<file path="src/hw/rtl/positioner_pid_leaky_integral_assert.svh">
// ----------------------------------------------------------------------------
// Assertion macros for the positioner regulator
// Implication checks on a clock with an active-low asynchronous reset.
// ----------------------------------------------------------------------------
`ifndef POSITIONER_PID_LEAKY_INTEGRAL_ASSERT_SVH
`define POSITIONER_PID_LEAKY_INTEGRAL_ASSERT_SVH

`ifndef ASSERT_OFF
// Same-cycle implication: when ante holds, cons must hold on that edge.
`define PPLI_ASSERT_IMP(label, clk, rst_n, ante, cons, msg) \
	label: assert property (@(posedge clk) disable iff (!rst_n) (ante) |-> (cons)) \
		else $error(msg);
// Next-cycle implication: when ante holds, cons must hold on the following edge.
`define PPLI_ASSERT_NXT(label, clk, rst_n, ante, cons, msg) \
	label: assert property (@(posedge clk) disable iff (!rst_n) (ante) |=> (cons)) \
		else $error(msg);
`else
`define PPLI_ASSERT_IMP(label, clk, rst_n, ante, cons, msg)
`define PPLI_ASSERT_NXT(label, clk, rst_n, ante, cons, msg)
`endif

`endif

</file>
<file path="src/hw/rtl/ppli_pkg.sv">
// ----------------------------------------------------------------------------
// ppli_pkg
// Shared constants, codes and the register bank type of the positioner.
// ----------------------------------------------------------------------------
package ppli_pkg;

	localparam int POS_BITS_DEF      = 12;
	localparam int INTEGRAL_BITS_DEF = 32;

	localparam int GAIN_W      = 24;
	localparam int MAXD_W      = 15;
	localparam int DECAY_W     = 16;
	localparam int END_W       = 12;
	localparam int DRIVE_W     = MAXD_W + 1;
	localparam int MODE_W      = 3;
	localparam int ANGLE_W     = 8;
	localparam int CFG_IDX_W   = 3;
	localparam int CFG_DATA_W  = 24;

	// Gains are Q4.20 and the drive is Q1.15.
	localparam int DRIVE_SHIFT = 5;
	// The integral operand of its product is held within plus or minus 2^38.
	localparam int PROD_LIM_SHIFT = 38;

	localparam int ANGLE_OFFSET = 90;
	localparam int ANGLE_SPAN   = 180;
	localparam int NUDGE_STEP   = 1;

	localparam logic [MODE_W-1:0] MODE_SAMPLE   = 3'd0;
	localparam logic [MODE_W-1:0] MODE_AIM      = 3'd1;
	localparam logic [MODE_W-1:0] MODE_LEFT     = 3'd2;
	localparam logic [MODE_W-1:0] MODE_RIGHT    = 3'd3;
	localparam logic [MODE_W-1:0] MODE_CENTRE   = 3'd4;
	localparam logic [MODE_W-1:0] MODE_NUDGE_DN = 3'd5;
	localparam logic [MODE_W-1:0] MODE_NUDGE_UP = 3'd6;
	localparam logic [MODE_W-1:0] MODE_RAW      = 3'd7;

	localparam logic [CFG_IDX_W-1:0] REG_GAIN_P    = 3'd0;
	localparam logic [CFG_IDX_W-1:0] REG_GAIN_I    = 3'd1;
	localparam logic [CFG_IDX_W-1:0] REG_GAIN_D    = 3'd2;
	localparam logic [CFG_IDX_W-1:0] REG_MAX_DRIVE = 3'd3;
	localparam logic [CFG_IDX_W-1:0] REG_DECAY     = 3'd4;
	localparam logic [CFG_IDX_W-1:0] REG_END_LEFT  = 3'd5;
	localparam logic [CFG_IDX_W-1:0] REG_END_RIGHT = 3'd6;
	localparam logic [CFG_IDX_W-1:0] REG_CENTRE    = 3'd7;

	localparam logic [GAIN_W-1:0]  RST_GAIN_P    = 24'd2621;
	localparam logic [GAIN_W-1:0]  RST_GAIN_I    = 24'd0;
	localparam logic [GAIN_W-1:0]  RST_GAIN_D    = 24'd0;
	localparam logic [MAXD_W-1:0]  RST_MAX_DRIVE = 15'd32767;
	localparam logic [DECAY_W-1:0] RST_DECAY     = 16'd65535;
	localparam logic [END_W-1:0]   RST_END_LEFT  = 12'd0;
	localparam logic [END_W-1:0]   RST_END_RIGHT = 12'd4095;
	localparam logic [END_W-1:0]   RST_CENTRE    = 12'd2048;

	typedef struct packed {
		logic [GAIN_W-1:0]  gain_p;
		logic [GAIN_W-1:0]  gain_i;
		logic [GAIN_W-1:0]  gain_d;
		logic [MAXD_W-1:0]  max_drive;
		logic [DECAY_W-1:0] decay;
		logic [END_W-1:0]   end_left;
		logic [END_W-1:0]   end_right;
		logic [END_W-1:0]   centre_pos;
	} cfg_t;

endpackage

</file>
<file path="src/hw/rtl/ppli_cfg.sv">
// ----------------------------------------------------------------------------
// ppli_cfg
// Configuration register bank, written one register per cycle.
// ----------------------------------------------------------------------------
module ppli_cfg (
	input  logic                             clk,
	input  logic                             arst_n,
	input  logic                             wr_en,
	input  logic [ppli_pkg::CFG_IDX_W-1:0]   index,
	input  logic [ppli_pkg::CFG_DATA_W-1:0]  wdata,
	output ppli_pkg::cfg_t                   cfg
);
	import ppli_pkg::*;

	cfg_t cfg_q;

	always_ff @(posedge clk or negedge arst_n) begin
		if (!arst_n) begin
			cfg_q.gain_p     <= RST_GAIN_P;
			cfg_q.gain_i     <= RST_GAIN_I;
			cfg_q.gain_d     <= RST_GAIN_D;
			cfg_q.max_drive  <= RST_MAX_DRIVE;
			cfg_q.decay      <= RST_DECAY;
			cfg_q.end_left   <= RST_END_LEFT;
			cfg_q.end_right  <= RST_END_RIGHT;
			cfg_q.centre_pos <= RST_CENTRE;
		end else if (wr_en) begin
			case (index)
				REG_GAIN_P:    cfg_q.gain_p     <= wdata[GAIN_W-1:0];
				REG_GAIN_I:    cfg_q.gain_i     <= wdata[GAIN_W-1:0];
				REG_GAIN_D:    cfg_q.gain_d     <= wdata[GAIN_W-1:0];
				REG_MAX_DRIVE: cfg_q.max_drive  <= wdata[MAXD_W-1:0];
				REG_DECAY:     cfg_q.decay      <= wdata[DECAY_W-1:0];
				REG_END_LEFT:  cfg_q.end_left   <= wdata[END_W-1:0];
				REG_END_RIGHT: cfg_q.end_right  <= wdata[END_W-1:0];
				REG_CENTRE:    cfg_q.centre_pos <= wdata[END_W-1:0];
				default: begin
				end
			endcase
		end
	end

	assign cfg = cfg_q;

endmodule

</file>
<file path="config.mk">
export PLATFORM = sky130hd
export DESIGN_NAME = ppli_cfg
export DESIGN_NICKNAME = d
export VERILOG_FILES = /design/src/hw/rtl/positioner_pid_leaky_integral_assert.svh /design/src/hw/rtl/ppli_pkg.sv /design/src/hw/rtl/ppli_cfg.sv
export SDC_FILE = /design/constraint.sdc
export NUM_CORES = 1
export LEC_CHECK = 0
export BUFFER_PORTS_ARGS = -buffer_cell sky130_fd_sc_hd__buf_2
export CAP_MARGIN = 20
export CORE_MARGIN = 2
export CORE_UTILIZATION = 35
export CTS_CLUSTER_SIZE = 28
export DETAILED_ROUTE_END_ITERATION = 6
export SETUP_SLACK_MARGIN = 0.2
export SLEW_MARGIN = 20
export SYNTH_ARGS = -nofsm -noshare
export SYNTH_HDL_FRONTEND = slang
export SYNTH_SLANG_ARGS = --single-unit
</file>
<file path="constraint.sdc">
create_clock -name clk -period 2.8 [get_ports clk]
set_clock_uncertainty 0.2 [all_clocks]
set_input_delay 0.28 -clock clk [delete_from_list [all_inputs] [get_ports clk]]
set_output_delay 0.28 -clock clk [all_outputs]
set_load 0.02 [all_outputs]
</file>
* Word level (Yosys, flattened, before mapping)
Cells that the tools add are included.
** Cells by class
- Eq/ne operators :: 7
- Reductions and logical operators :: 9
** Operator list (count)
- 2-bit AND reduction :: 8
- 3-bit == test, second input constant :: 4
- 3-bit by 2-bit == test with 1-bit output, second input constant :: 2
- 3-bit by 1-bit == test with 1-bit output, second input constant :: 1
- 3-bit zero test :: 1
** Word-level totals
- Flip-flop bits (word level) :: 139
- Input bits :: 30
- Output and inout bits :: 139
- Logic and storage cells :: 24

* Longest topological paths before layout
Gate-level depths: netlist of run 1.
- Word-level depth :: 2
- Mapped depth :: 5
- Mapped depth without buffers :: 2

* Worst setup path after synthesis of run 1
Ideal clock, no wire load.
- Path type :: input to register
- Start :: input index[0] (netlist name)
- End :: register cfg_q, in the netlist cfg[116]
- Library setup time :: 0.125 ns
- Arrival :: 1.373 ns
- Required time :: 2.475 ns
- Path slack :: 1.102 ns
- Stages :: 4
- Path buffers :: 2
- Cells stage by stage :: buf_6 nor4b_4 buf_8 mux2_4
** On the way
- Word-level cells in the longest chain between the ends :: 2
** RTL lines
- start, declared :: line ppli_cfg.sv:9 : input logic [ppli_pkg::CFG_IDX_W-1:0] index,
- 3-bit zero test :: line ppli_cfg.sv:28 : case (index)
- 2-bit AND reduction (no source line)
- end, declared :: line ppli_cfg.sv:15 : cfg_t cfg_q;
Every way passes these cells.
A chain may end at the register's enable or synchronous reset.

* Worst setup path after layout of run 1
- Start :: input index[1] (netlist name)
- End :: register cfg_q, in the netlist cfg[100]
** On the way
- Word-level cells in the longest chain between the ends :: 2
** RTL lines (line)
- 3-bit by 1-bit == test with 1-bit output :: ppli_cfg.sv:28
- 2-bit AND reduction (no source line)
Every way passes these cells.

==> results.ini, run 1 <==
[timing]
relSlewSlack_pct=47.19
tns_ns=0
hold_viol=0
rsz0062_at_grt=false
finalSetupViolations=0
finalWorstSetupSlack_ns=1.199
fmax_ghz=0.6244
post-route-period-util_pct=57.20
layout_min_cycle_time_ns=1.601
tightest_slew_ns=0.7893
drv_slew=0

[synth]
synthCells=302
synth_area_sq_um=5578
yosysWarnings=0
yosys_register_bits=139
synthDistinctLibCells=14
synth_sequential_area_ratio_pct=63.50
syn_nets=332
syn_avg_cell_area_sq_um=18.47

[place]
place_congestion=0.7481
place_ws_ns=0.7479
io_buffers=168
dp.cells=681
hpwl_microns=9137

[setup_path]
critPathTopFamily=simple AND/OR/NAND/NOR gates
critical_path_class=primary input to flip-flop
cp.required_ns=2.90
path_depth=4
critPathCapture=cfg[100]
slowest_stage=and4bb_2
startpoint=index[1]
slowest_delay_ns=0.70
reg2reg_depth=1
end_kind=flip-flop
r2r-start=cfg[109]
rrSetupSlack_ns=1.81
crit_path_max_fanout=13
critPathArrivalTime_ns=1.70
cp-start-kind=primary input
crit_buf_inv=2
reg2reg_to=cfg[109]
crit_path_cell_trace=buf_2, and4bb_2, buf_12, mux2_4

[drt]
avgRoutedWirePerCell_microns=18.19
vias_per_cell=4.499
vias=3280
drt-pass1-iter-count=4
wl_microns=13260
antenna_left=0
drc=0
drtIter0Drc=120

[clocking]
clk_pin_slew_worst_paths_ns=0.05
insertion_delay_ns=0.41
clock-sinks=139
cts_resized=0
hold_buffers=17
htreeDepth=4
cts_made_buffers=17
cts-root-buf=clkbuf_16
cts.path.max_buffers=2
post_cts_buffers=0
cts_tree=done

[global_route]
antenna_found_initial=0
grt_max_degree=61
track_usage_pct=16.49
grt_pass1_vias=3553
grt-ovfl-total=0
grt_pass1_wl_microns=20350

[finish]
drive_gt1_share_pct=76.41
final_common_cell=buf_2
largest_reg_flops=139
fill_cells=1391
antenna_cells=0
syn_to_final_growth_pct=33.80
finalNonFillerCells=729
fin_nets=531
final_cell_mix=buf_2 (167), dfrtp_1 (88), mux2_2 (69)

[run]
cap_violations=0

[status]
outcome=finished clean

[min_path]
hp-class=primary input to flip-flop

[pwr]
p_per_area_nw_per_um2=923.4
vdd_drop_max_v=0.0004265
leakagePower_nw=3.500

[die]
ioPinCount=169
start_util_pct=35.50
fp.dieW_microns=130.2
row_count=46
fp.coreArea_sq_um=15710
dieHeight_microns=130.2
die_area_sq_um=16960

-- report_power, final --
group	leakage [nW]	switching, mW	internal [mW]
Combinational	1.62	0.995	0.774
Sequential	1.59	0.234	2.57
Clock	0.286	0.832	1.49
-- how the worst min path moves through the flow --
stage              from  cells past startpoint      end
3_5_place_dp     arst_n                      1   cfg[9]
5_1_grt        wdata[4]                      2  cfg[95]
6_report       wdata[5]                      2  cfg[41]
3_3_place_gp     arst_n                      1   cfg[4]
2_1_floorplan    arst_n                      0   cfg[0]
4_1_cts        wdata[5]                      2  cfg[41]
-- kinds of logic after synthesis --
logic type	after synthesis	share of synthesized area [%]
flops	139	63.50
simple gates	8	1.750
mux	139	32.10
buf+inv	16	2.647
-- per-layer routing --
layer / track usage, % / share of wire [%] / up-vias
li1: - / - / 1472
met1: 21.12 / 44 / 1688
met2: 25.81 / 49 / 97
met3: 5.043 / 5.3 / 23
met4: 7.527 / 2.3 / 0
met5: 0 / 0 / -
-- layout make-up --
type                            count  area, sq um  area share (%)
Clock buffer                       20        436.7           5.851
Sequential cell                   139         3542           47.46
Tap cell                          216        270.3           3.621
Multi-Input combinational cell    147         1903           25.50
Clock inverter                     11        173.9           2.330
Timing Repair Buffer              196         1137           15.24
-- through the flow --
step | hold slack [ns] | util, % | instance area [sq um] | power [mW]
floorplan | -0.2156 | - | 5578 | 3.924
global placement | 0.08477 | 42.53 | 6683 | 4.567
detailed placement | 0.09475 | 42.53 | 6683 | 4.607
CTS | 0.0005724 | 47.50 | 7463 | 6.984
global route | 0.01994 | 47.50 | 7463 | 7.227
finish | 0.01551 | 47.50 | 7463 | 6.892
-- Yosys cell counts --
library cell  number  area share, %
dfrtp_1           88             39
mux2_2            69             14
mux2_4            60             16
dfstp_2           51             24
mux2_1            10            2.0
buf_2              7           0.63
buf_6              6            1.2
buf_8              3           0.81
and4bb_1           2           0.45
nand4b_1           2           0.31
nand4_1            1           0.11
nand4b_2           1           0.27
nor4b_4            1           0.43
nor4bb_1           1           0.18
Power figures use the tool's default switching activity.
==> inputs of run 2 (changes only) <==
==> constraint.sdc (replaced) <==
create_clock -name clk -period 1.3 [get_ports clk]
set_clock_uncertainty 0.2 [all_clocks]
set_input_delay 0.13 -clock clk [delete_from_list [all_inputs] [get_ports clk]]
set_output_delay 0.13 -clock clk [all_outputs]
set_load 0.02 [all_outputs]
==> run 2 against run 1 <==
Compared with the run above:
- the flow now finishes with violations (negative hold slack, negative setup slack)
- non-clock buffer count grew 120
- highest routed layer unchanged
- flip-flop and latch count is the same
- sequential power grew 130%
- total power grew to 2.6 times the previous value
- combinational power grew to 3.7 times the previous value
==> results.ini, run 2 (synthesis gave the netlist of run 1 again) <==
[finish]
final_area_sq_um=9813
drive_gt1_share_pct=81.55
final_cell_mix=buf_6 (211), mux2_4 (100), dfrtp_1 (88)
largest_reg_flops=139
final_common_cell=buf_6
antenna_cells=0
final_util_pct=62.45
fin_nets=651
syn_to_final_growth_pct=75.93

[clocking]
cts_made_buffers=17
hold_buffers=25
insertion_delay_ns=0.42
cts-root-buf=clkbuf_16
cts.path.max_buffers=2
htreeDepth=4
clk_pin_slew_worst_paths_ns=0.06
cts_tree=done
clock-sinks=139

[setup_path]
cp-start-kind=flip-flop
r2r-start=cfg[132]
end_kind=primary output
crit_path_cell_trace=buf_6
reg2reg_depth=3
slowest_stage=dfstp_2
critical_path_class=flip-flop to primary output
rrSetupSlack_ns=0.05
slowest_delay_ns=0.56
critPathTopFamily=flip-flops
critPathArrivalTime_ns=1.10
cp.required_ns=0.97
crit_path_max_fanout=2
reg2reg_to=cfg[132]
crit_buf_inv=1

[timing]
relSlewSlack_pct=69.56
finalWorstSetupSlack_ns=-0.1326
rsz0062_at_grt=true
hold_viol=14
finalSetupViolations=68
post-route-period-util_pct=110.2
holdWs_ns=-0.04539
fmax_ghz=0.6980
tightest_slew_ns=0.4547
drv_slew=0
layout_min_cycle_time_ns=1.433

[global_route]
grt_pass1_wl_microns=23650
grt_busiest_layer=met2
grt-ovfl-total=0
use_met2_pct=31.72
use_met3_pct=6.601
grt_pass1_vias=4121
antenna_found_initial=0
grt_max_degree=38
track_usage_pct=18.96
grtUsageMet1_pct=22.68

[min_path]
hp-class=primary input to async pin

[drt]
drtIter0Drc=91
drc=0
vias_per_cell=4.538
drt-pass1-iter-count=4
vias=3857
wl_microns=16950
antenna_left=0
avgRoutedWirePerCell_microns=19.94

[place]
dpl_cell_area_sq_um=7019
hpwl_microns=9456
place_congestion=0.7320
io_buffers=168

[die]
row_count=46
fp.dieW_microns=130.2
start_util_pct=35.50
die_area_sq_um=16960
ioPinCount=169
dieHeight_microns=130.2
fp.coreArea_sq_um=15710

[pwr]
p_per_area_nw_per_um2=1841
leakagePower_nw=4.633
vdd_drop_max_v=0.0008743

[run]
cap_violations=0

[status]
failed_checks=negative hold slack, negative setup slack
outcome=finished, violations left

==> run 2: cell count changes in the layout (fill, tap and decap cells not counted), moves of 2 or more <==
cell           delta
clkbuf_8          +5
buf_4            +36
mux2_2           -31
clkbuf_1          -3
buf_12            +9
clkinv_4          -3
clkinv_2          +2
dlygate4sd3_1     +8
mux2_1            -9
mux2_4           +40
buf_2           -143
buf_6           +210
==> run 2: per-stage QoR <==
step | cells | power (mW) | worst slack, ns | setup TNS [ns] | hold WS, ns
after global routing | 850 | 18.78 | -0.1668 | -9.486 | -0.03981
after global placement | 696 | 10.03 | -0.2313 | -25.35 | -0.1722
after detailed placement | 696 | 10.12 | -0.2652 | -27.79 | -0.1650
final | 850 | 18.07 | -0.1326 | -5.469 | -0.04539
after floorplan | 302 | 8.619 | -0.2301 | -10.10 | -0.3656
after CTS | 811 | 17.28 | -0.1394 | -6.461 | -0.04172
==> run 2: where the power goes <==
group | switching (mW) | total (mW) | internal, mW
clock | 1.88 | 5.15 | 3.27
combinational | 2.52 | 6.54 | 4.02
sequential | 0.823 | 6.38 | 5.55
total | 5.22 | 18.1 | 12.8
==> run 2: worst max-delay path by stage <==
| stage | from | endpoint | slack [ns] | cells past startpoint |
|---|---|---|---|---|
| 2_1_floorplan | index[1] | cfg[116] | -0.23 | 4 |
| 3_3_place_gp | index[1] | cfg[34] | -0.23 | 5 |
| 3_5_place_dp | index[1] | cfg[35] | -0.27 | 5 |
| 4_1_cts | cfg[46] | cfg[46] | -0.14 | 1 |
| 5_1_grt | cfg[51] | cfg[51] | -0.17 | 1 |
| 6_report | cfg[51] | cfg[51] | -0.13 | 1 |
==> run 2: repair_timing <==
action / 4_1_cts / 5_1_grt
hold endpoints to repair: 278 / 14
pin swaps: 0 / 3
gates resized for setup: 284 / 86
setup buffers: 58 / 37
endpoints found under the setup margin: 143 / 192
cloned: 0 / 2
==> run 2: cell type report <==
cell class              count  area (sq um)
fillers                  1102          5899
flip-flops and latches    139          3542
repair buffers            316          3317
multi-input cells         147          2053
clock buffers              22         494.2
well taps                 216         270.3
clock inverters            10         136.4
==> run 2: per-layer routing <==
metal / vias to the layer above / part of all wire, %
li1: 1714 / -
met1: 1995 / 42
met4: 0 / 1.2
met5: - / 0
met3: 24 / 5.7
met2: 124 / 51
