## config.mk

```make
export PLATFORM = sky130hd
export DESIGN_NAME = ppli_target
export DESIGN_NICKNAME = d
export VERILOG_FILES = /design/src/hw/rtl/positioner_pid_leaky_integral_assert.svh /design/src/hw/rtl/ppli_pkg.sv /design/src/hw/rtl/ppli_target.sv
export SDC_FILE = /design/constraint.sdc
export NUM_CORES = 1
export LEC_CHECK = 0
export BUFFER_PORTS_ARGS = -buffer_cell sky130_fd_sc_hd__buf_2
export CORE_MARGIN = 4
export CORE_UTILIZATION = 39
export CTS_BUF_LIST = sky130_fd_sc_hd__clkbuf_16
export DETAILED_ROUTE_END_ITERATION = 10
export MAX_ROUTING_LAYER = met4
export PLACE_DENSITY = 0.54
export SLEW_MARGIN = 25
export SYNTH_ARGS = -nofsm -noshare
export SYNTH_HDL_FRONTEND = slang
export SYNTH_SLANG_ARGS = --single-unit
```

## constraint.sdc

```tcl
create_clock -name clk -period 14.3 [get_ports clk]
set_input_delay 1.43 -clock clk [delete_from_list [all_inputs] [get_ports clk]]
set_output_delay 1.43 -clock clk [all_outputs]
set_load 0.03 [all_outputs]
```

## src/hw/rtl/positioner_pid_leaky_integral_assert.svh

```systemverilog
// ----------------------------------------------------------------------------
// Assertion macros for the positioner regulator
// Implication checks on a clock with an active-low asynchronous reset.
// ----------------------------------------------------------------------------
`ifndef POSITIONER_PID_LEAKY_INTEGRAL_ASSERT_SVH
`define POSITIONER_PID_LEAKY_INTEGRAL_ASSERT_SVH

`ifndef ASSERT_OFF
// Same-cycle implication: when ante holds, cons must hold on that edge.
`define PPLI_ASSERT_IMP(label, clk, rst_n, ante, cons, msg) \
	label: assert property (@(posedge clk) disable iff (!rst_n) (ante) |-> (cons)) \
		else $error(msg);
// Next-cycle implication: when ante holds, cons must hold on the following edge.
`define PPLI_ASSERT_NXT(label, clk, rst_n, ante, cons, msg) \
	label: assert property (@(posedge clk) disable iff (!rst_n) (ante) |=> (cons)) \
		else $error(msg);
`else
`define PPLI_ASSERT_IMP(label, clk, rst_n, ante, cons, msg)
`define PPLI_ASSERT_NXT(label, clk, rst_n, ante, cons, msg)
`endif

`endif

```

## src/hw/rtl/ppli_pkg.sv

```systemverilog
// ----------------------------------------------------------------------------
// ppli_pkg
// Shared constants, codes and the register bank type of the positioner.
// ----------------------------------------------------------------------------
package ppli_pkg;

	localparam int POS_BITS_DEF      = 12;
	localparam int INTEGRAL_BITS_DEF = 32;

	localparam int GAIN_W      = 24;
	localparam int MAXD_W      = 15;
	localparam int DECAY_W     = 16;
	localparam int END_W       = 12;
	localparam int DRIVE_W     = MAXD_W + 1;
	localparam int MODE_W      = 3;
	localparam int ANGLE_W     = 8;
	localparam int CFG_IDX_W   = 3;
	localparam int CFG_DATA_W  = 24;

	// Gains are Q4.20 and the drive is Q1.15.
	localparam int DRIVE_SHIFT = 5;
	// The integral operand of its product is held within plus or minus 2^38.
	localparam int PROD_LIM_SHIFT = 38;

	localparam int ANGLE_OFFSET = 90;
	localparam int ANGLE_SPAN   = 180;
	localparam int NUDGE_STEP   = 1;

	localparam logic [MODE_W-1:0] MODE_SAMPLE   = 3'd0;
	localparam logic [MODE_W-1:0] MODE_AIM      = 3'd1;
	localparam logic [MODE_W-1:0] MODE_LEFT     = 3'd2;
	localparam logic [MODE_W-1:0] MODE_RIGHT    = 3'd3;
	localparam logic [MODE_W-1:0] MODE_CENTRE   = 3'd4;
	localparam logic [MODE_W-1:0] MODE_NUDGE_DN = 3'd5;
	localparam logic [MODE_W-1:0] MODE_NUDGE_UP = 3'd6;
	localparam logic [MODE_W-1:0] MODE_RAW      = 3'd7;

	localparam logic [CFG_IDX_W-1:0] REG_GAIN_P    = 3'd0;
	localparam logic [CFG_IDX_W-1:0] REG_GAIN_I    = 3'd1;
	localparam logic [CFG_IDX_W-1:0] REG_GAIN_D    = 3'd2;
	localparam logic [CFG_IDX_W-1:0] REG_MAX_DRIVE = 3'd3;
	localparam logic [CFG_IDX_W-1:0] REG_DECAY     = 3'd4;
	localparam logic [CFG_IDX_W-1:0] REG_END_LEFT  = 3'd5;
	localparam logic [CFG_IDX_W-1:0] REG_END_RIGHT = 3'd6;
	localparam logic [CFG_IDX_W-1:0] REG_CENTRE    = 3'd7;

	localparam logic [GAIN_W-1:0]  RST_GAIN_P    = 24'd2621;
	localparam logic [GAIN_W-1:0]  RST_GAIN_I    = 24'd0;
	localparam logic [GAIN_W-1:0]  RST_GAIN_D    = 24'd0;
	localparam logic [MAXD_W-1:0]  RST_MAX_DRIVE = 15'd32767;
	localparam logic [DECAY_W-1:0] RST_DECAY     = 16'd65535;
	localparam logic [END_W-1:0]   RST_END_LEFT  = 12'd0;
	localparam logic [END_W-1:0]   RST_END_RIGHT = 12'd4095;
	localparam logic [END_W-1:0]   RST_CENTRE    = 12'd2048;

	typedef struct packed {
		logic [GAIN_W-1:0]  gain_p;
		logic [GAIN_W-1:0]  gain_i;
		logic [GAIN_W-1:0]  gain_d;
		logic [MAXD_W-1:0]  max_drive;
		logic [DECAY_W-1:0] decay;
		logic [END_W-1:0]   end_left;
		logic [END_W-1:0]   end_right;
		logic [END_W-1:0]   centre_pos;
	} cfg_t;

endpackage

```

## src/hw/rtl/ppli_target.sv

```systemverilog
// ----------------------------------------------------------------------------
// ppli_target
// Target position register and the command decoding that moves it.
// ----------------------------------------------------------------------------
module ppli_target #(
	parameter int POS_BITS = ppli_pkg::POS_BITS_DEF
) (
	input  logic                                 clk,
	input  logic                                 arst_n,
	input  logic                                 load,
	input  logic signed [ppli_pkg::ANGLE_W-1:0]  angle,
	input  logic                                 update,
	input  logic [ppli_pkg::MODE_W-1:0]          mode,
	input  logic [POS_BITS-1:0]                  position,
	input  logic                                 limit_hit,
	input  ppli_pkg::cfg_t                       cfg,
	output logic [POS_BITS-1:0]                  target_q,
	output logic [POS_BITS-1:0]                  target_next
);
	import ppli_pkg::*;

	localparam int SPAN_W    = POS_BITS + 1;
	localparam int AOFF_W    = ANGLE_W + 1;
	localparam int PROD_W    = SPAN_W + AOFF_W;
	// The offset angle stays below 2^ANGLE_W, so the product magnitude fits here.
	localparam int MAG_W     = POS_BITS + ANGLE_W;
	localparam int REC_GUARD = 8;
	localparam int REC_SHIFT = MAG_W + REC_GUARD;
	localparam longint unsigned REC_K =
		((longint'(1) << REC_SHIFT) + ANGLE_SPAN - 1) / ANGLE_SPAN;
	localparam int REC_W     = REC_SHIFT - 6;
	localparam int Q_W       = POS_BITS + 1;
	localparam int SQ_W      = POS_BITS + 2;
	localparam int T_W       = POS_BITS + 3;
	localparam int EXT_W     = (POS_BITS > END_W) ? POS_BITS : END_W;
	localparam logic [POS_BITS-1:0]  POS_MAX = {POS_BITS{1'b1}};
	localparam logic signed [T_W-1:0] AIM_MAX = T_W'(POS_MAX);

	function automatic logic [POS_BITS-1:0] sat_end(input logic [END_W-1:0] v);
		logic [EXT_W-1:0] ve;
		ve = EXT_W'(v);
		if (ve > EXT_W'(POS_MAX))
			return POS_MAX;
		return ve[POS_BITS-1:0];
	endfunction

	logic [POS_BITS-1:0]             left_pos;
	logic [POS_BITS-1:0]             right_pos;
	logic signed [SPAN_W-1:0]        span;
	logic signed [AOFF_W-1:0]        aoff;
	logic signed [PROD_W-1:0]        prod_s1;
	logic [PROD_W-1:0]               pabs;
	logic [MAG_W+REC_W-1:0]          qprod;
	logic [Q_W-1:0]                  quot;
	logic signed [SQ_W-1:0]          squot;
	logic signed [T_W-1:0]           aim;
	logic [POS_BITS-1:0]             aim_sat;

	assign left_pos  = sat_end(cfg.end_left);
	assign right_pos = sat_end(cfg.end_right);
	assign span      = $signed({1'b0, right_pos}) - $signed({1'b0, left_pos});
	assign aoff      = AOFF_W'(angle + ANGLE_OFFSET);

	// The angle product is formed as the word enters; the user must change the ends only while idle (not enforced).
	always_ff @(posedge clk) begin
		if (load)
			prod_s1 <= aoff * span;
	end

	// Division by the angle span is a reciprocal multiply, exact over the product range.
	assign pabs  = prod_s1[PROD_W-1] ? $unsigned(-prod_s1) : $unsigned(prod_s1);
	assign qprod = pabs[MAG_W-1:0] * REC_W'(REC_K);
	assign quot  = qprod[REC_SHIFT+Q_W-1:REC_SHIFT];
	assign squot = prod_s1[PROD_W-1] ? -$signed({1'b0, quot}) : $signed({1'b0, quot});
	assign aim   = T_W'($signed({1'b0, left_pos})) + T_W'(squot);

	always_comb begin
		if (aim < 0)
			aim_sat = '0;
		else if (aim > AIM_MAX)
			aim_sat = POS_MAX;
		else
			aim_sat = aim[POS_BITS-1:0];
	end

	always_comb begin
		case (mode)
			MODE_AIM:    target_next = aim_sat;
			MODE_LEFT:   target_next = left_pos;
			MODE_RIGHT:  target_next = right_pos;
			MODE_CENTRE: target_next = sat_end(cfg.centre_pos);
			MODE_NUDGE_DN: begin
				if (!limit_hit && target_q != '0)
					target_next = target_q - POS_BITS'(NUDGE_STEP);
				else
					target_next = target_q;
			end
			MODE_NUDGE_UP: begin
				if (!limit_hit && target_q != POS_MAX)
					target_next = target_q + POS_BITS'(NUDGE_STEP);
				else
					target_next = target_q;
			end
			MODE_RAW:    target_next = position;
			default:     target_next = target_q;
		endcase
	end

	always_ff @(posedge clk or negedge arst_n) begin
		if (!arst_n)
			target_q <= '0;
		else if (update)
			target_q <= target_next;
	end

endmodule

```

* Word-level counts from Yosys, hierarchy flattened *
Cells that the tools add are included.

word-level totals
  register bits = 34
  bits of input ports = 167
  output and inout bits = 24
  logic and storage cells = 45

operators by class
  add/subtract/negate cells = 7
  $mul = 2
  magnitude comparators = 5
  eq/ne operators = 8
  mux-type cells = 17
  reductions and logical operators = 4

operators by type and width
  cell                                                         number
  two-way mux 12 bit                                           10
  one-hot mux 12 bit (7 select lines)                          1
  multiplier 20 x 21 -> 41 bit, second input constant          1
  > comparator 12 bit, second input constant                   3
  multiplier 9 x 13 -> 22 bit                                  1
  two-way mux 20 bit                                           1
  negator 20 bit                                               1
  adder 13 x 14 -> 15 bit                                      1
  > comparator 15 x 13 -> 1 bit, second input constant         1
  less-than comparator 15 x 1 -> 1 bit, second input constant  1
  two-way mux 14 bit                                           1
  negator 13 -> 14 bit                                         1
  subtractor 12 x 12 -> 13 bit                                 1
  adder 12 x 1 -> 12 bit, second input constant                1
  == test 3 bit, second input constant                         4
  != test 12 bit, second input constant                        1
  nonzero test 12 bit                                          1
  subtractor 12 x 1 -> 12 bit, second input constant           1
  adder 8 x 8 -> 9 bit, second input constant                  1
  == test 3 x 2 -> 1 bit, second input constant                2
  two-way mux 1 bit                                            4
  == test 3 x 1 -> 1 bit, second input constant                1
  logical AND 1 bit                                            2
  logical NOT 1 bit                                            1

* Depth between registers and ports, before layout *
  depth after elaboration = 10
  gate-level depth with buffers = 47
  mapped depth without buffers = 45

* Least setup slack after synthesis *
OpenSTA, ideal clock, no wires.

  path type = register -> output
  start point = reg prod_s1[0]
  end point = out target_next[11]
  data arrival time = 10.648 ns
  required time = 12.870 ns
  slack = 2.222 ns
  stages on the path, launching flop included = 43
  buffers on the path = 0
  path through = edfxtp_1 -> inv_1 -> ha_1 -> nand2_1 -> or3_1 -> nand2b_1 -> nor3_1 -> nor2_1 -> xnor2_1 -> inv_1 -> ha_1 -> inv_1 -> fa_1 -> fa_1 -> inv_1 -> fa_1 -> fa_1 -> fa_1 -> [7 not listed] -> or3_1 -> a211oi_1 -> inv_1 -> ha_1 -> nand2_1 -> o21ai_0 -> ha_1 -> a21o_1 -> a21oi_1 -> o21bai_1 -> a21oi_1 -> o21ai_0 -> a31o_2 -> or4_1 -> a311o_1 -> nand3_1 -> o21ai_1 -> a21oi_1

between the ends
  longest elaborated chain between the ends = 10
  elaborated cells between the ends (all ways) = 11
  classes of those cells = add/sub: 3; mul: 1; order compare: 2; mux: 5

RTL lines
  what                                     line               text
  start, declared                          ppli_target.sv:51  logic signed [PROD_W-1:0] prod_s1;
  start signal, assigned                   ppli_target.sv:67  prod_s1 <= aoff * span;
  negator 20 bit                           ppli_target.sv:71  assign pabs = prod_s1[PROD_W-1] ? $unsigned(-prod_s1) : $unsigned(prod_s1);
  two-way mux 20 bit (*)                   ppli_target.sv:71
  multiplier 20 x 21 -> 41 bit (*)         ppli_target.sv:72  assign qprod = pabs[MAG_W-1:0] * REC_W'(REC_K);
  negator 13 -> 14 bit                     ppli_target.sv:74  assign squot = prod_s1[PROD_W-1] ? -$signed({1'b0, quot}) : $signed({1'b0, quot});
  two-way mux 14 bit (*)                   ppli_target.sv:74
  adder 13 x 14 -> 15 bit (*)              ppli_target.sv:75  assign aim = T_W'($signed({1'b0, left_pos})) + T_W'(squot);
  > comparator 15 x 13 -> 1 bit            ppli_target.sv:80  else if (aim > AIM_MAX)
  two-way mux 12 bit                       ppli_target.sv:80
  two-way mux 12 bit (*)                   ppli_target.sv:78  if (aim < 0)
  one-hot mux 12 bit (7 select lines) (*)  ppli_target.sv:87  case (mode)
  end, declared                            ppli_target.sv:18  output logic [POS_BITS-1:0] target_next

Mark *: on every way between the ends. The rest lies on a longest branch, timed or not.

* Worst setup path after layout *
  start point = reg prod_s1[10]
  end point = out target_next[5]

Same word-level chain as after synthesis.

==> summary.md <==
| Metric | Value |
|---|---|
| Run status | `complete, no violations` |
| Synthesized area | `0.01515 mm2` |
| Clock skew | `0.008631 ns` |
| Number of port buffers | `87` |
| Layout cells sized above 1 | `0.06667` |
| GRT Util Overall | `0.1963` |
| Worst-path clk slew | `0.06 ns` |
| Root cell of the clock tree | `clkbuf_16` |
| Hold crit path type | `flip-flop to flip-flop` |
| Distinct cells, synth | `73` |
| Htree depth | `2` |
| Worst Path Arrival | `11.93 ns` |
| Vias in the first global route | `12650` |
| CP Capture Type | `output pin` |
| Hold slack | `0.6920 ns` |
| Cell seen most often among critical-path stages | `inv_1` |
| Commonest non-fill, non-tap cell in the layout | `inv_1` |
| Largest net degree at the start of global routing | `36` |
| Initial Util | `0.3985` |
| #FFs+latches synth | `33` |
| WL per Instance | `16.90 um` |
| RSZ-0062 raised after global routing | `false` |
| DRC | `0` |
| Most frequent cells in the layout | `382 x inv_1, 258 x ha_1, 218 x fa_1, 119 x nand2_1, 112 x nor2_1` |
| Chip height | `205.1 um` |
| Diode count | `0` |
| Nets@finish | `2457` |
| Syn-to-layout area delta | `6.747%` |
| CTS max path bufs | `2` |
| Mean Syn Cell Area | `8.522 um2` |
| Ports | `191` |
| Worst Setup Start Kind | `flip-flop` |
| Vias | `12020` |
| Slew Limit Fails | `0` |
| Clock sink count | `33` |
| Remaining global-route overflow | `0` |
| Global-route wire length before repair | `64690 um` |
| CP Class | `flip-flop to output pin` |
| Num CTS Buffers | `5` |
| Max-cap violations | `0` |
| Worst-margin pin slew | `0.9436 ns` |
| FP Rows | `71` |
| Routability cong. | `0.9080` |
| Slowest-stage cell, CP | `fa_1` |
| Routed wire length | `39320 um` |
| Top_reg_cell synth | `edfxtp_1` |
| DP HPWL | `35330 um` |
| CTS tree | `yes` |
| Skew-Pair Late Insertion Delay | `0.28 ns` |
| Synthesized net count | `2421` |
| Ys Warns | `0` |
| Sequential fraction of the synthesis area | `0.06144` |
| Ys async rst share | `0.3636` |
| Drt pass-1 iters | `5` |
| Hold Vio Cnt, Final | `0` |
| DRT antenna net count | `0` |
| Max Fclk | `74.85 MHz` |
| Vias per inst | `5.167` |
| Initial DRC count | `569` |
| Critical Path RT | `12.87 ns` |
| Largest stage delay on the critical path | `0.64 ns` |
| Post-Synthesis Cells | `1778` |
| Die Wd | `205.1 um` |
| Min Tclk post-route | `13.36 ns` |
| # setup viols final | `0` |
| Post-synth EDFFs | `21` |
| CP Max Fanout | `6` |
| Core box area | `0.03802 mm2` |
| Fillers | `3976` |
| Antenna violations before repair | `0` |
| Slew headroom | `0.3661` |
| Fin crit share | `0.9343` |
| Setup tns final | `0 ns` |
| Die footprint | `0.04207 mm2` |
==> worst paths after layout <==
check | start | end | slack, ns | cells past startpoint
max | prod_s1[10]$_DFFE_PP_ | target_next[5] | 0.94 | 41
min | target_q[0]$_DFFE_PN0P_ | target_q[0]$_DFFE_PN0P_ | 0.69 | 2
max reg2reg | prod_s1[10]$_DFFE_PP_ | target_q[11]$_DFFE_PN0P_ | 2.80 | 40
min reg2reg | target_q[0]$_DFFE_PN0P_ | target_q[0]$_DFFE_PN0P_ | 0.69 | 2
max in group asynchronous | arst_n | target_q[7]$_DFFE_PN0P_ | 13.05 | 1
min in group asynchronous | arst_n | target_q[2]$_DFFE_PN0P_ | 1.02 | 1
==> per-stage QoR <==
step	utilization	cell area, um2	std cells	setup slack [ns]
CTS	0.4249	16160	2325	0.6002
floorplan	-	15150	1778	2.222
global placement	0.4212	16020	2317	1.022
detailed placement	0.4213	16020	2317	0.9026
global route	0.4254	16170	2326	0.1434
finish	0.4254	16170	2326	0.9402
==> cells in the mapped netlist, drive strengths merged (9+ instances only) <==
cell type / count / area share
nand3: 19 / 0.0063
o21a: 12 / 0.0059
nand2b: 21 / 0.0088
a21oi: 82 / 0.027
a211oi: 12 / 0.0059
o21ai: 85 / 0.028
nor2: 113 / 0.028
nor3: 18 / 0.0063
clkbuf: 58 / 0.014
dfrtp: 12 / 0.020
xnor2: 72 / 0.042
a21o: 20 / 0.0099
a22oi: 9 / 0.0045
edfxtp: 21 / 0.042
nand2: 119 / 0.029
a31oi: 18 / 0.0078
o21bai: 14 / 0.0069
and2: 18 / 0.0074
o211ai: 11 / 0.0055
or3: 16 / 0.0066
xor2: 24 / 0.014
nor2b: 9 / 0.0037
ha: 258 / 0.21
nand4: 9 / 0.0037
fa: 218 / 0.29
and3: 12 / 0.0050
inv: 383 / 0.095
==> repair_timing <==
item	in CTS	in global routing
hold buffers	0	0
hold endpoints to repair	0	0
endpoints found under the setup margin	0	12
buffers inserted	0	1
resized for setup	0	2
==> cells by family after synthesis <==
kind of cell             synth area share
AO/OA/AOI/OAI                      0.1426
XOR/XNOR                          0.05549
adder cells (fa/ha/maj)            0.5011
buffers and inverters              0.1108
flip-flops                        0.06144
multiplexers                     0.004954
AND/OR/NAND/NOR                    0.1236
==> flip-flops by register name, summed over array words and instances, names as in the netlist <==
signal    cells
prod_s1      21
target_q     12
==> worst max-delay path: cells and delay by family (launching register included) <==
kind            cells  cell delay, ns
flops               1            0.45
xor+xnor            1            0.35
buf+inv             8            0.94
fa+ha+maj          10            4.34
simple gates        6            1.92
compound gates     16            3.65
==> cell type report <==
cell class / count / area, um2 / share of cell area
timing repair buffer: 92 / 473.0 / 0.02924
multi-input combinational: 1299 / 12550 / 0.7760
inverter: 383 / 1441 / 0.08912
sequential: 33 / 930.9 / 0.05755
tap: 511 / 639.4 / 0.03953
clock inverter: 3 / 12.51 / 0.0007736
clock buffer: 5 / 125.1 / 0.007736
==> per-layer routing <==
layer  wire (um)  vias to the layer above  track usage
li1            -                     5893            -
met1       17870                     5878       0.2563
met2       19900                      228       0.3496
met3        1054                       19     0.004274
met4         488                        0      0.03278
met5           0                        -            -
Power is left out: the tool's default activity adds up to more than one toggle a clock period on the data nets, which glitch-free logic cannot reach.
